--- src/lfps_pkg.sv ---
package lfps_pkg;

    // apb address and data widths
    localparam int APB_AW = 5;
    localparam int APB_DW = 32;

    // register indexes (paddr[4:2])
    localparam logic [2:0] REG_PROP_GAIN  = 3'd0;
    localparam logic [2:0] REG_DERIV_GAIN = 3'd1;
    localparam logic [2:0] REG_WHITE_THR  = 3'd2;
    localparam logic [2:0] REG_BASE_SPEED = 3'd3;
    localparam logic [2:0] REG_LOST_SPEED = 3'd4;
    localparam logic [2:0] REG_RUN_LIMIT  = 3'd5;

    // register reset values
    localparam logic [9:0] PROP_GAIN_RST  = 10'd64;
    localparam logic [9:0] DERIV_GAIN_RST = 10'd32;
    localparam logic [9:0] WHITE_THR_RST  = 10'd200;
    localparam logic [6:0] BASE_SPEED_RST = 7'd40;
    localparam logic [6:0] LOST_SPEED_RST = 7'd25;
    localparam logic [7:0] RUN_LIMIT_RST  = 8'd25;

    // motor action codes
    typedef logic [1:0] t_action;
    localparam t_action ACT_NONE = 2'd0;
    localparam t_action ACT_OFF  = 2'd1;
    localparam t_action ACT_FWD  = 2'd2;
    localparam t_action ACT_REV  = 2'd3;

    // last seen side of the line
    typedef logic [1:0] t_side;
    localparam t_side SIDE_NONE  = 2'd0;
    localparam t_side SIDE_LEFT  = 2'd1;
    localparam t_side SIDE_RIGHT = 2'd2;

    // drive percent ceiling
    localparam logic [6:0] PCT_MAX = 7'd100;

    // input mode codes
    localparam logic MODE_INIT = 1'b0;
    localparam logic MODE_RUN  = 1'b1;

endpackage

--- src/lfps_if.sv ---
// sample channel
interface lfps_in_if;
    logic       valid;
    logic       ready;
    logic       mode;
    logic [9:0] left_sample;
    logic [9:0] right_sample;
    logic [7:0] elapsed_ticks;

    modport source (
        output valid, mode, left_sample, right_sample, elapsed_ticks,
        input  ready
    );
    modport sink (
        input  valid, mode, left_sample, right_sample, elapsed_ticks,
        output ready
    );
endinterface

// motor command channel
interface lfps_out_if;
    logic               valid;
    logic               ready;
    logic               done_res;
    logic [1:0]         left_action;
    logic [6:0]         left_speed;
    logic [1:0]         right_action;
    logic [6:0]         right_speed;
    logic signed [15:0] steer_correction;

    modport source (
        output valid, done_res, left_action, left_speed, right_action, right_speed,
               steer_correction,
        input  ready
    );
    modport sink (
        input  valid, done_res, left_action, left_speed, right_action, right_speed,
               steer_correction,
        output ready
    );
endinterface

--- src/line_follow_pd_steer_unit.sv ---
// pd steering controller for a two-wheel line follower
//
// i_in carries one beat per control tick: mode 0 clears the stored error and
// side, mode 1 runs one control step on the left/right reflectance samples and
// the elapsed tick count. o_out returns exactly one beat per input beat, in
// order: done flag, per-wheel action and speed, and the saturated correction.
// gains, thresholds, speeds and run limit sit behind the apb port at 4*index;
// the user must write them only while the block is idle; the block does not enforce this.
//
// a beat accepted on i_in passes the input register, product register and
// result register before it is presented on o_out. throughput is one beat
// per cycle while o_out is not stalled; the only loop is the stored error and
// side, which close within the input stage.
// when o_out is stalled the result register holds; the two earlier stages keep
// filling, so up to two more beats are taken before i_in.ready drops.
// a synchronous reset empties the pipeline, clears the stored error and side,
// and loads every config register with its default.
module line_follow_pd_steer_unit (
    input  logic                          i_clk,
    input  logic                          i_rst_n,
    lfps_in_if.sink                       i_in,
    lfps_out_if.source                    o_out,
    input  logic                          i_psel,
    input  logic                          i_penable,
    input  logic                          i_pwrite,
    input  logic [lfps_pkg::APB_AW-1:0]   i_paddr,
    input  logic [lfps_pkg::APB_DW-1:0]   i_pwdata,
    output logic [lfps_pkg::APB_DW-1:0]   o_prdata,
    output logic                          o_pready
);

    typedef enum logic [1:0] {
        KIND_INIT,
        KIND_DONE,
        KIND_LOST,
        KIND_FOLLOW
    } t_kind;

    typedef struct packed {
        lfps_pkg::t_action action;
        logic [6:0]        speed;
    } t_wheel;

    // config registers
    logic [9:0] r_prop_gain, r_deriv_gain, r_white_thr;
    logic [6:0] r_base_speed, r_lost_speed;
    logic [7:0] r_run_limit;

    // stored control state
    logic signed [10:0] r_prev_error, n_prev_error;
    lfps_pkg::t_side    r_prev_side, n_prev_side;

    // input stage
    logic       r_a_vld;
    logic       r_a_mode;
    logic [9:0] r_a_left, r_a_right;
    logic [7:0] r_a_ticks;

    // product stage
    logic               r_b_vld;
    t_kind              r_b_kind, n_b_kind;
    lfps_pkg::t_side    r_b_side;
    logic signed [20:0] r_b_pterm;
    logic signed [21:0] r_b_dterm;

    // result register
    logic               r_out_vld;
    logic               r_out_done;
    t_wheel             r_out_left, r_out_right, n_out_left, n_out_right;
    logic signed [15:0] r_out_corr, n_out_corr;

    logic s_en_out, s_en_b, s_en_a;
    logic s_wr;

    logic signed [10:0] s_err;
    logic signed [11:0] s_deriv;
    logic signed [20:0] s_pterm;
    logic signed [21:0] s_dterm;
    logic               s_lost, s_done;

    logic signed [22:0] s_sum;
    logic signed [29:0] s_sum_x, s_scaled, s_biased;
    logic signed [19:0] s_corr;
    logic signed [15:0] s_corr_sat;
    logic signed [20:0] s_left_pct, s_right_pct;
    logic [6:0]         s_lost_spd;

    // wheel command from a signed drive percent
    function automatic t_wheel wheel_cmd(input logic signed [20:0] pct);
        t_wheel w;
        if (pct < 0) begin
            w.action = lfps_pkg::ACT_OFF;
            w.speed  = '0;
        end else begin
            w.action = lfps_pkg::ACT_FWD;
            w.speed  = (pct > 21'sd100) ? lfps_pkg::PCT_MAX : pct[6:0];
        end
        return w;
    endfunction

    // apb port
    assign o_pready = 1'b1;
    assign s_wr     = i_psel & i_penable & i_pwrite;

    always_comb begin
        unique case (i_paddr[4:2])
            lfps_pkg::REG_PROP_GAIN:  o_prdata = 32'(r_prop_gain);
            lfps_pkg::REG_DERIV_GAIN: o_prdata = 32'(r_deriv_gain);
            lfps_pkg::REG_WHITE_THR:  o_prdata = 32'(r_white_thr);
            lfps_pkg::REG_BASE_SPEED: o_prdata = 32'(r_base_speed);
            lfps_pkg::REG_LOST_SPEED: o_prdata = 32'(r_lost_speed);
            lfps_pkg::REG_RUN_LIMIT:  o_prdata = 32'(r_run_limit);
            default:                  o_prdata = '0;
        endcase
    end

    always_ff @(posedge i_clk) begin
        if (!i_rst_n) begin
            r_prop_gain  <= lfps_pkg::PROP_GAIN_RST;
            r_deriv_gain <= lfps_pkg::DERIV_GAIN_RST;
            r_white_thr  <= lfps_pkg::WHITE_THR_RST;
            r_base_speed <= lfps_pkg::BASE_SPEED_RST;
            r_lost_speed <= lfps_pkg::LOST_SPEED_RST;
            r_run_limit  <= lfps_pkg::RUN_LIMIT_RST;
        end else if (s_wr) begin
            unique case (i_paddr[4:2])
                lfps_pkg::REG_PROP_GAIN:  r_prop_gain  <= i_pwdata[9:0];
                lfps_pkg::REG_DERIV_GAIN: r_deriv_gain <= i_pwdata[9:0];
                lfps_pkg::REG_WHITE_THR:  r_white_thr  <= i_pwdata[9:0];
                lfps_pkg::REG_BASE_SPEED: r_base_speed <= i_pwdata[6:0];
                lfps_pkg::REG_LOST_SPEED: r_lost_speed <= i_pwdata[6:0];
                lfps_pkg::REG_RUN_LIMIT:  r_run_limit  <= i_pwdata[7:0];
                default: ;
            endcase
        end
    end

    // stage enables: a stage moves when the next one is empty or moving
    assign s_en_out   = !r_out_vld || o_out.ready;
    assign s_en_b     = !r_b_vld || s_en_out;
    assign s_en_a     = !r_a_vld || s_en_b;
    assign i_in.ready = s_en_a;

    // input stage: error, derivative, classification, products
    assign s_err   = $signed({1'b0, r_a_left}) - $signed({1'b0, r_a_right});
    assign s_deriv = $signed({s_err[10], s_err}) - $signed({r_prev_error[10], r_prev_error});
    assign s_pterm = s_err * $signed({1'b0, r_prop_gain});
    assign s_dterm = s_deriv * $signed({1'b0, r_deriv_gain});
    assign s_lost  = (r_a_left < r_white_thr) && (r_a_right < r_white_thr);
    assign s_done  = r_a_ticks > r_run_limit;

    always_comb begin
        n_prev_error = r_prev_error;
        n_prev_side  = r_prev_side;
        if (r_a_mode == lfps_pkg::MODE_INIT) begin
            n_b_kind     = KIND_INIT;
            n_prev_error = '0;
            n_prev_side  = lfps_pkg::SIDE_NONE;
        end else if (s_done) begin
            n_b_kind = KIND_DONE;
        end else if (s_lost) begin
            n_b_kind     = KIND_LOST;
            n_prev_error = s_err;
        end else begin
            n_b_kind     = KIND_FOLLOW;
            n_prev_error = s_err;
            n_prev_side  = s_err[10] ? lfps_pkg::SIDE_LEFT : lfps_pkg::SIDE_RIGHT;
        end
    end

    // result stage: scale by 100/1024 toward zero, wheel mixing
    assign s_sum    = 23'(r_b_pterm) + 23'(r_b_dterm);
    assign s_sum_x  = 30'(s_sum);
    assign s_scaled = (s_sum_x <<< 6) + (s_sum_x <<< 5) + (s_sum_x <<< 2);
    assign s_biased = s_scaled + (s_scaled[29] ? 30'sd1023 : 30'sd0);
    assign s_corr   = s_biased[29:10];

    assign s_corr_sat  = (s_corr > 20'sd32767)  ? 16'sh7fff :
                         (s_corr < -20'sd32768) ? 16'sh8000 : s_corr[15:0];
    assign s_left_pct  = $signed({14'b0, r_base_speed}) - 21'(s_corr);
    assign s_right_pct = $signed({14'b0, r_base_speed}) + 21'(s_corr);
    assign s_lost_spd  = (r_lost_speed > lfps_pkg::PCT_MAX) ? lfps_pkg::PCT_MAX : r_lost_speed;

    always_comb begin
        n_out_left  = '{action: lfps_pkg::ACT_NONE, speed: '0};
        n_out_right = '{action: lfps_pkg::ACT_NONE, speed: '0};
        n_out_corr  = '0;
        unique case (r_b_kind)
            KIND_LOST: begin
                if (r_b_side == lfps_pkg::SIDE_LEFT) begin
                    n_out_left  = '{action: lfps_pkg::ACT_REV, speed: s_lost_spd};
                    n_out_right = '{action: lfps_pkg::ACT_FWD, speed: s_lost_spd};
                end else if (r_b_side == lfps_pkg::SIDE_RIGHT) begin
                    n_out_left  = '{action: lfps_pkg::ACT_FWD, speed: s_lost_spd};
                    n_out_right = '{action: lfps_pkg::ACT_REV, speed: s_lost_spd};
                end
            end
            KIND_FOLLOW: begin
                n_out_left  = wheel_cmd(s_left_pct);
                n_out_right = wheel_cmd(s_right_pct);
                n_out_corr  = s_corr_sat;
            end
            default: ;
        endcase
    end

    // pipeline and state registers
    always_ff @(posedge i_clk) begin
        if (!i_rst_n) begin
            r_a_vld      <= 1'b0;
            r_b_vld      <= 1'b0;
            r_out_vld    <= 1'b0;
            r_prev_error <= '0;
            r_prev_side  <= lfps_pkg::SIDE_NONE;
        end else begin
            if (s_en_a) begin
                r_a_vld   <= i_in.valid;
                r_a_mode  <= i_in.mode;
                r_a_left  <= i_in.left_sample;
                r_a_right <= i_in.right_sample;
                r_a_ticks <= i_in.elapsed_ticks;
            end
            if (s_en_b) begin
                r_b_vld   <= r_a_vld;
                r_b_kind  <= n_b_kind;
                r_b_side  <= r_prev_side;
                r_b_pterm <= s_pterm;
                r_b_dterm <= s_dterm;
                if (r_a_vld) begin
                    r_prev_error <= n_prev_error;
                    r_prev_side  <= n_prev_side;
                end
            end
            if (s_en_out) begin
                r_out_vld   <= r_b_vld;
                r_out_done  <= (r_b_kind == KIND_DONE);
                r_out_left  <= n_out_left;
                r_out_right <= n_out_right;
                r_out_corr  <= n_out_corr;
            end
        end
    end

    // result beat
    assign o_out.valid            = r_out_vld;
    assign o_out.done_res         = r_out_done;
    assign o_out.left_action      = r_out_left.action;
    assign o_out.left_speed       = r_out_left.speed;
    assign o_out.right_action     = r_out_right.action;
    assign o_out.right_speed      = r_out_right.speed;
    assign o_out.steer_correction = r_out_corr;

`ifndef SYNTHESIS
    // an empty result register never blocks the input
    a_ready_when_empty: assert property (@(posedge i_clk) disable iff (!i_rst_n)
        !r_out_vld |-> i_in.ready)
        else $error("input stalled with empty result register");

    // stored side never holds the unused code
    a_side_legal: assert property (@(posedge i_clk) disable iff (!i_rst_n)
        r_prev_side != 2'd3)
        else $error("stored side corrupted");

    // a done beat carries no motor command
    a_done_quiet: assert property (@(posedge i_clk) disable iff (!i_rst_n)
        r_out_vld && r_out_done |->
            r_out_left.action == lfps_pkg::ACT_NONE &&
            r_out_right.action == lfps_pkg::ACT_NONE && r_out_corr == 16'sd0)
        else $error("done beat with motor command");

    // speeds never exceed full drive and an off left motor reports zero
    a_speed_range: assert property (@(posedge i_clk) disable iff (!i_rst_n)
        r_out_vld |-> r_out_left.speed <= lfps_pkg::PCT_MAX &&
            r_out_right.speed <= lfps_pkg::PCT_MAX &&
            (r_out_left.action != lfps_pkg::ACT_OFF || r_out_left.speed == 7'd0))
        else $error("wheel speed out of range");

    // a mode 0 beat leaving the input stage clears the stored state
    a_init_clears: assert property (@(posedge i_clk) disable iff (!i_rst_n)
        r_a_vld && s_en_b && r_a_mode == lfps_pkg::MODE_INIT |=>
            r_prev_error == 11'sd0 && r_prev_side == lfps_pkg::SIDE_NONE)
        else $error("initialize did not clear state");
`endif

endmodule

--- src/flat_wrapper.sv ---
// flat-port wrapper written by rule: the top's interface ports become plain ports
module line_follow_pd_steer_unit_flat 
  (i_clk, i_rst_n, i_psel, i_penable, i_pwrite, i_paddr, i_pwdata, o_prdata, o_pready, i_in_valid, i_in_mode, i_in_left_sample, i_in_right_sample, i_in_elapsed_ticks, i_in_ready, o_out_valid, o_out_done_res, o_out_left_action, o_out_left_speed, o_out_right_action, o_out_right_speed, o_out_steer_correction, o_out_ready);
  lfps_in_if i_in_i ();
  lfps_out_if o_out_i ();
  input  logic i_clk;
  input  logic i_rst_n;
  input  logic i_psel;
  input  logic i_penable;
  input  logic i_pwrite;
  input  logic [lfps_pkg::APB_AW-1:0] i_paddr;
  input  logic [lfps_pkg::APB_DW-1:0] i_pwdata;
  output logic [lfps_pkg::APB_DW-1:0] o_prdata;
  output logic o_pready;
  input wire logic [$bits(i_in_i.valid)-1:0] i_in_valid;
  input wire logic [$bits(i_in_i.mode)-1:0] i_in_mode;
  input wire logic [$bits(i_in_i.left_sample)-1:0] i_in_left_sample;
  input wire logic [$bits(i_in_i.right_sample)-1:0] i_in_right_sample;
  input wire logic [$bits(i_in_i.elapsed_ticks)-1:0] i_in_elapsed_ticks;
  output wire logic [$bits(i_in_i.ready)-1:0] i_in_ready;
  output wire logic [$bits(o_out_i.valid)-1:0] o_out_valid;
  output wire logic [$bits(o_out_i.done_res)-1:0] o_out_done_res;
  output wire logic [$bits(o_out_i.left_action)-1:0] o_out_left_action;
  output wire logic [$bits(o_out_i.left_speed)-1:0] o_out_left_speed;
  output wire logic [$bits(o_out_i.right_action)-1:0] o_out_right_action;
  output wire logic [$bits(o_out_i.right_speed)-1:0] o_out_right_speed;
  output wire logic [$bits(o_out_i.steer_correction)-1:0] o_out_steer_correction;
  input wire logic [$bits(o_out_i.ready)-1:0] o_out_ready;
  assign i_in_i.valid = i_in_valid;
  assign i_in_i.mode = i_in_mode;
  assign i_in_i.left_sample = i_in_left_sample;
  assign i_in_i.right_sample = i_in_right_sample;
  assign i_in_i.elapsed_ticks = i_in_elapsed_ticks;
  assign i_in_ready = i_in_i.ready;
  assign o_out_valid = o_out_i.valid;
  assign o_out_done_res = o_out_i.done_res;
  assign o_out_left_action = o_out_i.left_action;
  assign o_out_left_speed = o_out_i.left_speed;
  assign o_out_right_action = o_out_i.right_action;
  assign o_out_right_speed = o_out_i.right_speed;
  assign o_out_steer_correction = o_out_i.steer_correction;
  assign o_out_i.ready = o_out_ready;
  line_follow_pd_steer_unit u_core (.i_clk(i_clk), .i_rst_n(i_rst_n), .i_in(i_in_i), .o_out(o_out_i), .i_psel(i_psel), .i_penable(i_penable), .i_pwrite(i_pwrite), .i_paddr(i_paddr), .i_pwdata(i_pwdata), .o_prdata(o_prdata), .o_pready(o_pready));
endmodule
--- config.mk ---
export PLATFORM = sky130hd
export DESIGN_NAME = line_follow_pd_steer_unit_flat
export DESIGN_NICKNAME = d
export VERILOG_FILES = /design/src/lfps_pkg.sv /design/src/lfps_if.sv /design/src/line_follow_pd_steer_unit.sv /design/src/flat_wrapper.sv
export SDC_FILE = /design/constraint.sdc
export NUM_CORES = 1
export LEC_CHECK = 0
export BUFFER_PORTS_ARGS = -buffer_cell sky130_fd_sc_hd__buf_2
export CORE_MARGIN = 2
export CORE_UTILIZATION = 63
export CTS_BUF_LIST = sky130_fd_sc_hd__clkbuf_4
export DETAILED_ROUTE_END_ITERATION = 6
export PLACE_DENSITY_LB_ADDON = 0.15
export REMOVE_ABC_BUFFERS = 1
export SLEW_MARGIN = 10
export SYNTH_ARGS = -nofsm -noshare
export SYNTH_HDL_FRONTEND = slang
export SYNTH_SLANG_ARGS = --single-unit
--- constraint.sdc ---
create_clock -name i_clk -period 17.09 [get_ports i_clk]
set_input_delay 3.418 -clock i_clk [delete_from_list [all_inputs] [get_ports i_clk]]
set_output_delay 3.418 -clock i_clk [all_outputs]
set_load 0.005 [all_outputs]
# Yosys cells after proc, flatten, opt, wreduce, memory -nomap -nowiden
# Cells that the tools add are included.
dict set report totals {
  regBits 179
  latchBits 0
  ramBits 0
  mem_bits_ro 0
  input_bits 73
  out_inout_bits 70
  word_cells 107
  n_memories 0
}
dict set report classes {
  addsub 8
  mul 2
  n_div 0
  n_lt_le_gt_ge 10
  eq_ne 12
  shifts 0
  mux 23
  n_bitwise 4
  n_reduce_logical 21
}
# operator count
set ops {}
lappend ops {{case mux 10 bit (6 select lines)} 1}
lappend ops {{2-to-1 mux 9 bit} 6}
lappend ops {{greater-than comparator 21 x 8 -> 1 bit, second input constant} 2}
lappend ops {{less-than comparator 21 x 1 -> 1 bit, second input constant} 2}
lappend ops {{case mux 9 bit (2 select lines)} 2}
lappend ops {{adder 29 x 28 -> 30 bit} 1}
lappend ops {{adder 30 x 11 -> 30 bit} 1}
lappend ops {{adder 30 x 25 -> 30 bit} 1}
lappend ops {{adder 21 x 22 -> 23 bit} 1}
lappend ops {{multiplier 12 x 11 -> 22 bit} 1}
lappend ops {{2-to-1 mux 11 bit} 2}
lappend ops {{adder 8 x 20 -> 21 bit} 1}
lappend ops {{multiplier 11 x 11 -> 21 bit} 1}
lappend ops {{2-to-1 mux 7 bit} 3}
lappend ops {{subtractor 8 x 20 -> 21 bit} 1}
lappend ops {{greater-than comparator 20 x 16 -> 1 bit, second input constant} 1}
lappend ops {{less-than comparator 10 bit} 2}
lappend ops {{less-than comparator 20 x 16 -> 1 bit, second input constant} 1}
lappend ops {{AND reduction 2 bit} 9}
lappend ops {{2-to-1 mux 16 bit} 1}
lappend ops {{2-to-1 mux 15 bit} 1}
lappend ops {{subtractor 11 x 11 -> 12 bit} 1}
lappend ops {{subtractor 10 x 10 -> 11 bit} 1}
lappend ops {{2-to-1 mux 10 bit} 1}
lappend ops {{19 further kinds} 36}

# Longest topological paths before layout
# Gate-level depths: netlist (run 1).
dict set report logic_depth {
  depth_word 10
  mapped_depth 37
  mapped_depth_nobuf 37
}

# Worst setup path after synthesis (run 1)
# OpenSTA, ideal clock, no wires.
dict set report synth_path {
  kind {register to register}
  start {reg u_core.r_a_left[0]}
  end {reg u_core.r_b_dterm[21] (data pin)}
  setup_ps 258
  arrival_time_ps 7974
  required_ps 16832
  setup_slack_ps 8858
  path_stages_with_launch 35
  n_path_buf 2
  period_less_slack_ps 8232
  cell_sequence {edfxtp_1 > inv_1 > ha_1 > inv_1 > fa_1 > xor2_1 > clkbuf_1 > ha_1 > o21ai_0 > nand2b_1 > and2_1 > o21ai_0 > nand2b_1 > a21o_1 > a21o_1 > a21o_1 > a21o_1 > a211oi_1 > mux2_2 > clkbuf_1 > nand2_1 > fa_1 > inv_1 > fa_1 > inv_1 > fa_1 > fa_1 > inv_1 > fa_1 > ha_1 > and2_1 > o21a_1 > a41o_1 > o41a_1 > xnor2_1}
}
dict set report synth_between {
  elab_chain_len 3
}
# item line_no
set synth_rtl {}
lappend synth_rtl {{start: declaration} line_follow_pd_steer_unit.sv:56} ;# logic [9:0] r_a_left, r_a_right;
lappend synth_rtl {{start signal: assignment} line_follow_pd_steer_unit.sv:219} ;# r_a_left <= i_in.left_sample;
lappend synth_rtl {{subtractor 10 x 10 -> 11 bit} line_follow_pd_steer_unit.sv:145} ;# assign s_err = $signed({1'b0, r_a_left}) - $signed({1'b0, r_a_right});
lappend synth_rtl {{subtractor 11 x 11 -> 12 bit} line_follow_pd_steer_unit.sv:146} ;# assign s_deriv = $signed({s_err[10], s_err}) - $signed({r_prev_error[10], r_prev_error});
lappend synth_rtl {{multiplier 12 x 11 -> 22 bit} line_follow_pd_steer_unit.sv:148} ;# assign s_dterm = s_deriv * $signed({1'b0, r_deriv_gain});
lappend synth_rtl {{net u_core.s_dterm[21]} line_follow_pd_steer_unit.sv:78} ;# logic signed [21:0] s_dterm;
lappend synth_rtl {{end signal: assignment} line_follow_pd_steer_unit.sv:228} ;# r_b_dterm <= s_dterm;
lappend synth_rtl {{end: declaration} line_follow_pd_steer_unit.sv:64} ;# logic signed [21:0] r_b_dterm;
# The timed path passes the listed nets, and every way through them passes these cells.
# A chain may end at the register's enable or synchronous reset.

# Worst setup path after layout (run 1)
# Ends and elaborated chain as after synthesis.

==> metrics.txt, run 1 <==
# TYPE chip_impl_metric gauge
chip_impl_metric{name="fmaxAchievable",unit="GHz"} 0.1061
chip_impl_metric{name="die_area",unit="µm²"} 36640
chip_impl_metric{name="die_w",unit="µm"} 191.4
chip_impl_info{name="cp-startpoint",value="u_core.r_a_left[0]$_DFFE_PP_"} 1
chip_impl_metric{name="pin_count_of_the_biggest_net_entering_global_routing",unit=""} 72
chip_impl_metric{name="drt-wirelength-per-cell",unit="µm"} 17.51
chip_impl_metric{name="maxSlewHeadroom",unit="%"} 17.84
chip_impl_metric{name="numCtsBuffers",unit=""} 17
chip_impl_metric{name="place_hpwl",unit="µm"} 41770
chip_impl_metric{name="route.final.wire_length",unit="µm"} 50860
chip_impl_metric{name="final_layout_size_suffix_gt1_share",unit="%"} 7.717
chip_impl_metric{name="ctsResizeCount",unit=""} 0
chip_impl_info{name="critPathSlowestCell",value="sky130_fd_sc_hd__fa_1"} 1
chip_impl_metric{name="route.antenna.remaining_nets",unit=""} 0
chip_impl_info{name="post-synth-top-count-cell",value="sky130_fd_sc_hd__inv_1"} 1
chip_impl_metric{name="nNetsFinal",unit=""} 2961
chip_impl_info{name="status",value="completed"} 1
chip_impl_metric{name="synth_edf_count",unit=""} 111
chip_impl_metric{name="cts.path.max_buffers",unit=""} 2
chip_impl_metric{name="drt_pass1_iterations",unit=""} 5
chip_impl_metric{name="final-setup-viol-count",unit=""} 0
chip_impl_info{name="r2r-start",value="u_core.r_a_left[0]$_DFFE_PP_"} 1
chip_impl_metric{name="avgSynthCellArea",unit="µm²"} 9.297
chip_impl_metric{name="netlist_area",unit="µm²"} 22130
chip_impl_metric{name="cp.required",unit="ps"} 17490
chip_impl_metric{name="yosys_reg_bits",unit=""} 179
chip_impl_metric{name="worst_skew_pair_later_pin_latency",unit="ps"} 630
chip_impl_metric{name="area_growth",unit="%"} 5.027
chip_impl_metric{name="detailedRoute.firstIterationViolations",unit=""} 1041
chip_impl_metric{name="start_util",unit="%"} 64.05
chip_impl_metric{name="gp_routability_congestion",unit=""} 0.9352
chip_impl_metric{name="final.setup_skew",unit="ps"} 36.89
chip_impl_info{name="synth.top_cells.by_area",value="sky130_fd_sc_hd__fa_1 20%, sky130_fd_sc_hd__edfxtp_1 15%, sky130_fd_sc_hd__ha_1 13%"} 1
chip_impl_metric{name="finish.utilization",unit="%"} 67.27
chip_impl_metric{name="fin_tns_setup",unit="ps"} 0
chip_impl_metric{name="synthArstFlopShare",unit="%"} 0
chip_impl_info{name="critical_path.startpoint_type",value="flip-flop"} 1
chip_impl_metric{name="finalCritPeriodShare",unit="%"} 55.17
chip_impl_metric{name="track_usage",unit="%"} 28.63
chip_impl_metric{name="num-fill-cells",unit=""} 2811
chip_impl_metric{name="fin_crit",unit="ps"} 9428
chip_impl_metric{name="crit_arrival",unit="ps"} 9830
chip_impl_metric{name="dieHeight",unit="µm"} 191.4
chip_impl_metric{name="via_count",unit=""} 16905
chip_impl_info{name="clock-root-buffer",value="sky130_fd_sc_hd__clkbuf_4"} 1
chip_impl_info{name="leading_post_synthesis_cells_by_instance_count",value="360 x sky130_fd_sc_hd__inv_1, 226 x sky130_fd_sc_hd__fa_1, 226 x sky130_fd_sc_hd__ha_1"} 1
chip_impl_metric{name="cts_setup_buffers",unit=""} 0
chip_impl_metric{name="rows",unit=""} 68
chip_impl_metric{name="number_of_distinct_library_cells_after_synthesis",unit=""} 92
chip_impl_metric{name="clk_pin_slew",unit="ps"} 180
chip_impl_info{name="netlist.top_cell.by_area",value="sky130_fd_sc_hd__fa_1"} 1
chip_impl_metric{name="floorplan.core_area",unit="µm²"} 34540
chip_impl_metric{name="ios",unit=""} 143
chip_impl_metric{name="area.sequential",unit="µm²"} 4695
chip_impl_metric{name="final_design_area_no_fill",unit="µm²"} 23240
chip_impl_metric{name="post-route-drc-count",unit=""} 0
chip_impl_metric{name="instances_no_fill",unit=""} 2905
chip_impl_metric{name="number_of_global_route_vias_before_repair",unit=""} 17076
chip_impl_metric{name="grt_antenna_before_repair",unit=""} 1
chip_impl_metric{name="first_pass_grt_wire_length",unit="µm"} 83140
chip_impl_info{name="crit_path_end_kind",value="flip-flop"} 1
chip_impl_metric{name="placement.cell_area",unit="µm²"} 22920
chip_impl_metric{name="via_density_per_instance",unit=""} 5.819
chip_impl_info{name="timing.hold.worst.class",value="flip-flop to flip-flop"} 1
chip_impl_metric{name="timing_worst_slew_pin_value",unit="ps"} 1217
chip_impl_metric{name="max_stage_delay",unit="ps"} 840
chip_impl_metric{name="cts_hold_buffers",unit=""} 0
chip_impl_metric{name="synth.yosys.seq_area_share",unit="%"} 21.22
chip_impl_info{name="cp_common_cell",value="sky130_fd_sc_hd__fa_1"} 1
chip_impl_metric{name="final_hold_viol_count",unit=""} 0
chip_impl_info{name="unrepaired_setup_endpoints_after_global_routing",value="false"} 1
chip_impl_metric{name="cts_htree_levels",unit=""} 4
chip_impl_metric{name="synth.top_cell.area_share",unit="%"} 20.45
chip_impl_metric{name="multiInputGateArea",unit="µm²"} 15720
chip_impl_info{name="synth_ff_type",value="sky130_fd_sc_hd__edfxtp_1"} 1
chip_impl_metric{name="synth_cells",unit=""} 2380
chip_impl_info{name="tritoncts",value="yes"} 1
chip_impl_metric{name="critical_path.max_fanout",unit=""} 13
chip_impl_metric{name="synth-warning-count",unit=""} 0
chip_impl_metric{name="report.final.slew_viol_count",unit=""} 0
chip_impl_metric{name="gr-total-overflow",unit=""} 0
chip_impl_metric{name="dp.cells",unit=""} 2872
chip_impl_metric{name="numPortBuffers",unit=""} 95
chip_impl_info{name="min-delay-start",value="u_core.r_prev_side[1]$_SDFFE_PN0P_"} 1
chip_impl_info{name="setup.worst_path.class",value="flip-flop to flip-flop"} 1
chip_impl_metric{name="tritoncts_sinks",unit=""} 179
chip_impl_metric{name="max_cap_violations",unit=""} 0
-- layer usage --
layer	GRT usage [%]	wire (µm)	up-vias
met5	0	0	-
met1	36.04	21390	8358
li1	-	-	8051
met4	9.852	1563	0
met2	50.49	25630	406
met3	3.910	2273	90
-- worst paths after layout --
kind | endpoint | slack [ps] | cells past startpoint
worst max-delay path | u_core.r_b_dterm[21]$_DFFE_PP_ | 7660 | 33
worst min-delay path | u_core.r_b_side[1]$_DFFE_PP_ | 460 | 0
worst max register to register | u_core.r_b_dterm[21]$_DFFE_PP_ | 7660 | 33
worst min register to register | u_core.r_b_side[1]$_DFFE_PP_ | 460 | 0
-- kinds of logic (layout without fill, tap and decap cells) --
group,count (synthesis),count (layout),share of synthesized area [%]
other,2,24,0.03394
AOI/OAI and AO/OA,447,447,14.24
muxes,56,56,2.550
DFF,179,179,21.22
buffers and inverters,455,503,8.120
and+or+nand+nor,666,666,15.68
adders and majority gates,452,452,33.23
xor gates and xnor gates,123,123,4.937
-- registers in the layout, summed over array words and instances (netlist names), 2 cells and up --
| register | flops |
|---|---|
| u_core.r_b_kind | 2 |
| u_core.r_prev_side | 2 |
| u_core.r_b_pterm | 21 |
| u_core.r_prev_error | 11 |
| u_core.o_out.steer_correction | 16 |
| u_core.o_out.right_action | 2 |
| u_core.r_prop_gain | 10 |
| u_core.r_run_limit | 8 |
| u_core.r_lost_speed | 7 |
| u_core.r_white_thr | 10 |
| u_core.o_out.left_speed | 7 |
| u_core.o_out.right_speed | 7 |
| u_core.r_b_dterm | 22 |
| u_core.r_base_speed | 7 |
| u_core.r_a_left | 10 |
| u_core.r_a_right | 10 |
| u_core.o_out.left_action | 2 |
| u_core.r_deriv_gain | 10 |
| u_core.r_a_ticks | 8 |
| u_core.r_b_side | 2 |
-- cells in the final DEF, fill, tap and decap left out, types with 80 or more instances in the layout --
cell and instances:
sky130_fd_sc_hd__edfxtp_1 111, sky130_fd_sc_hd__fa_1 226, sky130_fd_sc_hd__a21oi_1 106, sky130_fd_sc_hd__nor2_1 97, sky130_fd_sc_hd__nand2_1 194, sky130_fd_sc_hd__and2_1 126, sky130_fd_sc_hd__xnor2_1 80, sky130_fd_sc_hd__buf_2 95
sky130_fd_sc_hd__ha_1 226, sky130_fd_sc_hd__nor2b_1 86, sky130_fd_sc_hd__inv_1 360
-- final cells by class --
| class | count | share of cell area, % |
|---|---|---|
| clock buffers | 18 | 0.5815 |
| flip-flops and latches | 179 | 20.20 |
| diodes | 1 | 0.01077 |
| inverters | 361 | 5.831 |
| multi-input cells | 1767 | 67.66 |
| repair buffers | 110 | 2.531 |
| clock inverters | 14 | 0.7376 |
| well taps | 455 | 2.450 |
-- through the flow --
step	setup slack (ps)	hold slack, ps
4_1_cts	7749	462.8
6_report	7662	460.6
3_3_place_gp	7980	426.8
5_1_grt	7238	480.0
3_5_place_dp	7807	429.3
2_1_floorplan	9024	408.7
-- critical path, delay by kind of cell, from the launching register on --
family	cells	cell delay, ps
compound gates	12	2760
buf+inv	5	290
xor+xnor	2	950
flops	1	430
simple gates	5	630
fa+ha+maj	9	4120
Power of run 1 is not shown: default switching activity piles up to over one toggle a cycle in this logic, so the estimate is an artifact.
==> run 2: changes to the inputs <==
--- a/config.mk
+++ b/config.mk
@@ -5,6 +5,7 @@
 export SDC_FILE = /design/constraint.sdc
 export NUM_CORES = 1
 export LEC_CHECK = 0
+export ABC_AREA = 1
 export BUFFER_PORTS_ARGS = -buffer_cell sky130_fd_sc_hd__buf_2
 export CORE_MARGIN = 2
 export CORE_UTILIZATION = 63
==> constraint.sdc (replaced) <==
create_clock -name i_clk -period 9.1 [get_ports i_clk]
set_input_delay 1.82 -clock i_clk [delete_from_list [all_inputs] [get_ports i_clk]]
set_output_delay 1.82 -clock i_clk [all_outputs]
set_load 0.005 [all_outputs]
==> metrics.txt, run 2 <==
# TYPE chip_impl_metric gauge
chip_impl_metric{name="multiInputGateArea",unit="µm²"} 14750
chip_impl_metric{name="area_growth",unit="%"} 5.707
chip_impl_info{name="synth_ff_type",value="sky130_fd_sc_hd__edfxtp_1"} 1
chip_impl_metric{name="nNetsFinal",unit=""} 3372
chip_impl_metric{name="rows",unit=""} 68
chip_impl_metric{name="tritoncts_sinks",unit=""} 179
chip_impl_info{name="clock-root-buffer",value="sky130_fd_sc_hd__clkbuf_4"} 1
chip_impl_info{name="critPathSlowestCell",value="sky130_fd_sc_hd__fa_1"} 1
chip_impl_metric{name="floorplan.core_area",unit="µm²"} 34370
chip_impl_metric{name="final_hold_viol_count",unit=""} 0
chip_impl_metric{name="synth_cells",unit=""} 2751
chip_impl_info{name="setup.worst_path.class",value="flip-flop to flip-flop"} 1
chip_impl_metric{name="max_stage_delay",unit="ps"} 590
chip_impl_metric{name="via_count",unit=""} 18038
chip_impl_metric{name="synth_edf_count",unit=""} 111
chip_impl_metric{name="cp.required",unit="ps"} 9550
chip_impl_metric{name="route.final.wire_length",unit="µm"} 52900
chip_impl_info{name="timing.hold.worst.class",value="flip-flop to flip-flop"} 1
chip_impl_metric{name="cts.path.max_buffers",unit=""} 2
chip_impl_metric{name="area.sequential",unit="µm²"} 4695
chip_impl_metric{name="cts_setup_buffers",unit=""} 0
chip_impl_metric{name="via_density_per_instance",unit=""} 5.440
chip_impl_metric{name="numPortBuffers",unit=""} 95
chip_impl_metric{name="pin_count_of_the_biggest_net_entering_global_routing",unit=""} 52
chip_impl_metric{name="report.final.slew_viol_count",unit=""} 0
chip_impl_info{name="most_frequent_cells_in_the_layout",value="564 x sky130_fd_sc_hd__inv_1, 533 x sky130_fd_sc_hd__nand2_1, 266 x sky130_fd_sc_hd__nor2_1"} 1
chip_impl_metric{name="maxSlewHeadroom",unit="%"} 25.55
chip_impl_metric{name="r2r.worst_path.cells",unit=""} 38
chip_impl_info{name="leading_post_synthesis_cells_by_instance_count",value="566 x sky130_fd_sc_hd__inv_1, 537 x sky130_fd_sc_hd__nand2_1, 267 x sky130_fd_sc_hd__nor2_1"} 1
chip_impl_metric{name="drt-wirelength-per-cell",unit="µm"} 15.95
chip_impl_info{name="commonest_non_fill_non_tap_cell_in_the_layout",value="sky130_fd_sc_hd__inv_1"} 1
chip_impl_metric{name="post-route-drc-count",unit=""} 0
chip_impl_info{name="post-synth-top-count-cell",value="sky130_fd_sc_hd__inv_1"} 1
chip_impl_metric{name="gr-usage-met1",unit="%"} 36.93
chip_impl_metric{name="avgSynthCellArea",unit="µm²"} 7.945
chip_impl_metric{name="final-setup-viol-count",unit=""} 0
chip_impl_metric{name="largest_reg_flops",unit=""} 22
chip_impl_info{name="unrepaired_setup_endpoints_after_global_routing",value="false"} 1
chip_impl_metric{name="grt.met3_usage",unit="%"} 5.098
chip_impl_metric{name="dieHeight",unit="µm"} 190.3
chip_impl_metric{name="place_hpwl",unit="µm"} 44370
chip_impl_metric{name="cts_htree_levels",unit=""} 4
chip_impl_metric{name="detailedRoute.firstIterationViolations",unit=""} 1168
chip_impl_info{name="synth.top_cells.by_area",value="sky130_fd_sc_hd__fa_1 21%, sky130_fd_sc_hd__edfxtp_1 15%, sky130_fd_sc_hd__ha_1 13%"} 1
chip_impl_metric{name="first_pass_grt_wire_length",unit="µm"} 86660
chip_impl_info{name="netlist.top_cell.by_area",value="sky130_fd_sc_hd__fa_1"} 1
chip_impl_metric{name="die_w",unit="µm"} 190.3
chip_impl_metric{name="route.antenna.remaining_nets",unit=""} 0
chip_impl_info{name="min-delay-start",value="u_core.r_prev_side[0]$_SDFFE_PN0P_"} 1
chip_impl_info{name="timing.hold.worst_endpoint",value="u_core.r_b_side[0]$_DFFE_PP_"} 1
chip_impl_metric{name="fin_tns_setup",unit="ps"} 0
chip_impl_metric{name="max_cap_violations",unit=""} 0
chip_impl_metric{name="rrSetupSlack",unit="ps"} 510
chip_impl_metric{name="grt_antenna_before_repair",unit=""} 2
chip_impl_metric{name="cts_hold_buffers",unit=""} 0
chip_impl_metric{name="gp_routability_congestion",unit=""} 0.9427
chip_impl_metric{name="num-fill-cells",unit=""} 2942
chip_impl_metric{name="final.setup_skew",unit="ps"} 66.05
chip_impl_metric{name="synthArstFlopShare",unit="%"} 0
chip_impl_metric{name="track_usage",unit="%"} 30.23
chip_impl_metric{name="start_util",unit="%"} 63.59
chip_impl_info{name="critical_path.startpoint_type",value="flip-flop"} 1
chip_impl_metric{name="finalCritPeriodShare",unit="%"} 94.35
chip_impl_metric{name="worst_skew_pair_later_pin_latency",unit="ps"} 650
chip_impl_metric{name="netlist_area",unit="µm²"} 21860
chip_impl_metric{name="final_layout_size_suffix_gt1_share",unit="%"} 8.462
chip_impl_metric{name="numCtsBuffers",unit=""} 17
chip_impl_metric{name="timing_worst_slew_pin_value",unit="ps"} 1109
chip_impl_metric{name="min_delay_path_depth",unit=""} 0
chip_impl_info{name="r2r-start",value="u_core.r_a_left[0]$_DFFE_PP_"} 1
chip_impl_metric{name="fmaxAchievable",unit="GHz"} 0.1165
chip_impl_info{name="busiest_layer",value="met2"} 1
chip_impl_metric{name="die_area",unit="µm²"} 36200
chip_impl_metric{name="number_of_distinct_library_cells_after_synthesis",unit=""} 55
chip_impl_info{name="status",value="completed"} 1
chip_impl_metric{name="synth.yosys.seq_area_share",unit="%"} 21.48
chip_impl_metric{name="globalRouteMet2Util",unit="%"} 52.85
chip_impl_metric{name="synth-warning-count",unit=""} 0
chip_impl_metric{name="finish.utilization",unit="%"} 67.22
chip_impl_metric{name="synth.top_cell.area_share",unit="%"} 20.70
chip_impl_metric{name="gr-total-overflow",unit=""} 0
chip_impl_metric{name="fin_crit",unit="ps"} 8586
chip_impl_metric{name="crit_arrival",unit="ps"} 9030
chip_impl_metric{name="ios",unit=""} 143
chip_impl_info{name="timing.rr.end",value="u_core.r_b_dterm[21]$_DFFE_PP_"} 1
chip_impl_metric{name="number_of_global_route_vias_before_repair",unit=""} 18049
chip_impl_metric{name="clk_pin_slew",unit="ps"} 160
chip_impl_info{name="tritoncts",value="yes"} 1
chip_impl_metric{name="yosys_reg_bits",unit=""} 179
chip_impl_info{name="largest_register",value="u_core.r_b_dterm"} 1
chip_impl_info{name="cp_common_cell",value="sky130_fd_sc_hd__a21oi_1"} 1
chip_impl_metric{name="critical_path.max_fanout",unit=""} 8
chip_impl_info{name="crit_path_end_kind",value="flip-flop"} 1
chip_impl_metric{name="drt_pass1_iterations",unit=""} 5
## run 2: changes by cell type after synthesis, sizes merged, moves of 38 or more
cell	previous run	this run
nand2	194	561
inv	360	580
nor2	98	285
and2	127	5
nor2b	87	0
nand3	36	97
a21oi	107	166
mux2i	53	0
a21o	66	14
xnor2	80	40
o21ai	70	108
## run 2: per-layer routing
| metal | wire (µm) | part of all wire (%) |
|---|---|---|
| met1 | 21440 | 41 |
| met2 | 26130 | 49 |
| met3 | 3024 | 5.7 |
| met4 | 2308 | 4.4 |
| met5 | 0 | 0 |
## run 2: per-stage QoR
step	area, µm²	hold slack, ps	setup WS, ps	std cells
2_1_floorplan	21630	408.6	1083	2715
3_3_place_gp	22810	421.3	679.7	3283
3_5_place_dp	22810	423.1	492.1	3283
4_1_cts	23080	469.4	419.9	3315
5_1_grt	23100	476.1	10.15	3316
6_report	23100	465.0	514.1	3316
## run 2: cell families after synthesis
logic type	share of synthesized area [%]
flops	21.48
simple gates	19.93
xor+xnor	4.557
fa+ha+maj	33.64
compound gates	8.873
buf+inv	11.49
other cells	0.03436
## run 2: worst max-delay path, delay by kind of cell (launching register included)
family / cells / cell delay [ps]
and+or+nand+nor: 13 / 2050
DFF: 1 / 430
buffers and inverters: 5 / 400
AOI/OAI and AO/OA: 9 / 1040
xor gates and xnor gates: 2 / 680
adders and majority gates: 9 / 3800
## run 2: worst max-delay path by stage
stage	slack, ps	startpoint	to
2_1_floorplan	1080	u_core.r_a_left[2]$_DFFE_PP_	u_core.r_b_dterm[21]$_DFFE_PP_
3_3_place_gp	680	u_core.r_a_left[2]$_DFFE_PP_	u_core.r_b_dterm[21]$_DFFE_PP_
3_5_place_dp	490	u_core.r_a_left[0]$_DFFE_PP_	u_core.r_b_dterm[21]$_DFFE_PP_
4_1_cts	420	u_core.r_a_right[2]$_DFFE_PP_	u_core.r_b_dterm[21]$_DFFE_PP_
5_1_grt	10	u_core.r_a_right[2]$_DFFE_PP_	u_core.r_b_dterm[21]$_DFFE_PP_
6_report	510	u_core.r_a_left[0]$_DFFE_PP_	u_core.r_b_dterm[21]$_DFFE_PP_
## run 2: timing repair
item / 4_1_cts / 5_1_grt
endpoints found under the hold margin: 0 / 0
resized for setup: 0 / 8
setup endpoints to repair: 0 / 2
## run 2: cell type report
type                            count  area share, %
Clock buffer                       17         0.5524
Tap cell                          455          2.464
Timing Repair Buffer              113          2.643
Antenna cell                        1        0.01083
Clock inverter                     15         0.6174
Inverter                          587          9.547
Sequential cell                   179          20.32
Multi-Input combinational cell   1949          63.85
Power of run 2 is left out for the same reason.
==> run 3: changes to the inputs <==
--- a/config.mk
+++ b/config.mk
@@ -12,6 +12,7 @@
 export CTS_BUF_LIST = sky130_fd_sc_hd__clkbuf_4
 export DETAILED_ROUTE_END_ITERATION = 6
 export PLACE_DENSITY_LB_ADDON = 0.15
+export RECOVER_POWER = 100
 export REMOVE_ABC_BUFFERS = 1
 export SLEW_MARGIN = 10
 export SYNTH_ARGS = -nofsm -noshare
==> constraint.sdc (replaced) <==
create_clock -name i_clk -period 9 [get_ports i_clk]
set_input_delay 1.8 -clock i_clk [delete_from_list [all_inputs] [get_ports i_clk]]
set_output_delay 1.8 -clock i_clk [all_outputs]
set_load 0.005 [all_outputs]
==> metrics.txt, run 3 (synthesis gave the netlist of run 2 again) <==
# TYPE chip_impl_metric gauge
chip_impl_info{name="status",value="finished, violations left"} 1
chip_impl_info{name="violated_checks",value="capacitance limit, slew limit"} 1
chip_impl_info{name="commonest_non_fill_non_tap_cell_in_the_layout",value="sky130_fd_sc_hd__inv_1"} 1
chip_impl_info{name="cp-startpoint",value="u_core.r_a_right[2]$_DFFE_PP_"} 1
chip_impl_info{name="cp_common_cell",value="sky130_fd_sc_hd__inv_1"} 1
chip_impl_metric{name="cts_htree_levels",unit=""} 4
chip_impl_info{name="crit_path_end_kind",value="flip-flop"} 1
chip_impl_info{name="unrepaired_setup_endpoints_after_global_routing",value="false"} 1
chip_impl_metric{name="finalCritPeriodShare",unit="%"} 94.33
chip_impl_metric{name="maxSlewHeadroom",unit="%"} -62.81
chip_impl_metric{name="cts_hold_buffers",unit=""} 0
chip_impl_metric{name="gr-total-overflow",unit=""} 0
chip_impl_metric{name="gp_routability_congestion",unit=""} 0.9522
chip_impl_metric{name="worst_skew_pair_later_pin_latency",unit="ps"} 640
chip_impl_metric{name="grt_antenna_before_repair",unit=""} 2
chip_impl_metric{name="floorplan.core_area",unit="µm²"} 34370
chip_impl_metric{name="crit_arrival",unit="ps"} 8840
chip_impl_metric{name="drt-wirelength-per-cell",unit="µm"} 16.05
chip_impl_info{name="min-delay-start",value="u_core.r_prev_side[0]$_SDFFE_PN0P_"} 1
chip_impl_metric{name="die_w",unit="µm"} 190.3
chip_impl_metric{name="route.antenna.remaining_nets",unit=""} 0
chip_impl_metric{name="final-setup-viol-count",unit=""} 0
chip_impl_info{name="largest_register",value="u_core.r_b_dterm"} 1
chip_impl_metric{name="largest_reg_flops",unit=""} 22
chip_impl_metric{name="first_pass_grt_wire_length",unit="µm"} 87300
chip_impl_metric{name="max_stage_delay",unit="ps"} 540
chip_impl_metric{name="cts.path.max_buffers",unit=""} 2
chip_impl_metric{name="cp.required",unit="ps"} 9350
chip_impl_metric{name="dieHeight",unit="µm"} 190.3
chip_impl_metric{name="die_area",unit="µm²"} 36200
chip_impl_metric{name="place_hpwl",unit="µm"} 44870
chip_impl_info{name="critical_path.startpoint_type",value="flip-flop"} 1
chip_impl_metric{name="clk_pin_slew",unit="ps"} 180
chip_impl_metric{name="nNetsFinal",unit=""} 3374
chip_impl_info{name="most_frequent_cells_in_the_layout",value="564 x sky130_fd_sc_hd__inv_1, 531 x sky130_fd_sc_hd__nand2_1, 269 x sky130_fd_sc_hd__nor2_1"} 1
chip_impl_info{name="tritoncts",value="yes"} 1
chip_impl_info{name="setup.worst_path.class",value="flip-flop to flip-flop"} 1
chip_impl_metric{name="final_layout_size_suffix_gt1_share",unit="%"} 7.303
chip_impl_metric{name="track_usage",unit="%"} 30.42
chip_impl_metric{name="fmaxAchievable",unit="GHz"} 0.1178
chip_impl_info{name="timing.hold.worst.class",value="flip-flop to flip-flop"} 1
chip_impl_metric{name="tritoncts_sinks",unit=""} 179
chip_impl_metric{name="rows",unit=""} 68
chip_impl_info{name="clock-root-buffer",value="sky130_fd_sc_hd__clkbuf_4"} 1
chip_impl_metric{name="ios",unit=""} 143
chip_impl_metric{name="via_density_per_instance",unit=""} 5.447
chip_impl_metric{name="max_cap_violations",unit=""} 4
chip_impl_metric{name="number_of_global_route_vias_before_repair",unit=""} 18091
chip_impl_metric{name="numPortBuffers",unit=""} 95
chip_impl_info{name="critPathSlowestCell",value="sky130_fd_sc_hd__fa_1"} 1
chip_impl_metric{name="fin_crit",unit="ps"} 8489
chip_impl_metric{name="final.setup_skew",unit="ps"} 66.34
chip_impl_metric{name="start_util",unit="%"} 63.59
chip_impl_metric{name="route.final.wire_length",unit="µm"} 53270
chip_impl_metric{name="numCtsBuffers",unit=""} 17
chip_impl_metric{name="report.final.slew_viol_count",unit=""} 136
chip_impl_metric{name="via_count",unit=""} 18074
chip_impl_metric{name="area_growth",unit="%"} 5.679
chip_impl_metric{name="fin_tns_setup",unit="ps"} 0
chip_impl_metric{name="critical_path.max_fanout",unit=""} 5
chip_impl_info{name="r2r-start",value="u_core.r_a_right[2]$_DFFE_PP_"} 1
chip_impl_metric{name="pin_count_of_the_biggest_net_entering_global_routing",unit=""} 52
chip_impl_metric{name="final_hold_viol_count",unit=""} 0
chip_impl_metric{name="post-route-drc-count",unit=""} 0
chip_impl_metric{name="timing_worst_slew_pin_value",unit="ps"} 2442
chip_impl_metric{name="detailedRoute.firstIterationViolations",unit=""} 1121
chip_impl_metric{name="drt_pass1_iterations",unit=""} 7
[run 3: cell type report]
type / instances / area [µm²]
Multi-Input combinational cell: 1949 / 14760
Fill cell: 2907 / 11270
Sequential cell: 179 / 4695
Inverter: 587 / 2206
Tap cell: 455 / 569.3
Timing Repair Buffer: 115 / 561.8
Clock inverter: 15 / 180.2
Clock buffer: 17 / 127.6
Antenna cell: 1 / 2.502
[run 3: what timing repair did]
item | CTS | global route
setup endpoints to repair | 0 | 2
setup buffers | 0 | 1
gates resized for setup | 0 | 15
endpoints found under the hold margin | 0 | 0
[run 3: layer usage]
layer  share of wire, %  global-route usage (%)  wire length, µm
met3                5.2                   3.809             2768
met5                  0                       0                0
met2                 50                   54.70            26810
met4                3.4                   10.73             1824
met1                 41                   37.68            21870
[run 3: worst paths after layout]
kind,cells past startpoint,slack [ps],endpoint
worst max-delay path,43,510,u_core.r_b_dterm[21]$_DFFE_PP_
worst min-delay path,0,450,u_core.r_b_side[0]$_DFFE_PP_
worst min register to register,0,450,u_core.r_b_side[0]$_DFFE_PP_
worst max register to register,43,510,u_core.r_b_dterm[21]$_DFFE_PP_
[run 3: through the flow]
stage	std cells	setup WS, ps	hold slack, ps	utilization [%]	area, µm²
final	3318	510.6	446.6	67.20	23100
after global routing	3318	24.77	455.4	67.20	23100
after CTS	3316	308.4	441.7	67.29	23130
after detailed placement	3284	358.0	426.0	66.39	22820
after global placement	3284	587.1	421.1	66.39	22820
after floorplan	2715	982.8	408.6	-	21630
[run 3: critical path: cells and delay by family (launching register included)]
family / cells / cell delay [ps]
XOR/XNOR: 1 / 150
AND/OR/NAND/NOR: 17 / 2600
buffers and inverters: 9 / 680
AO/OA/AOI/OAI: 8 / 940
adder cells (fa/ha/maj): 8 / 3470
flip-flops: 1 / 390
Power of run 3 is left out for the same reason.
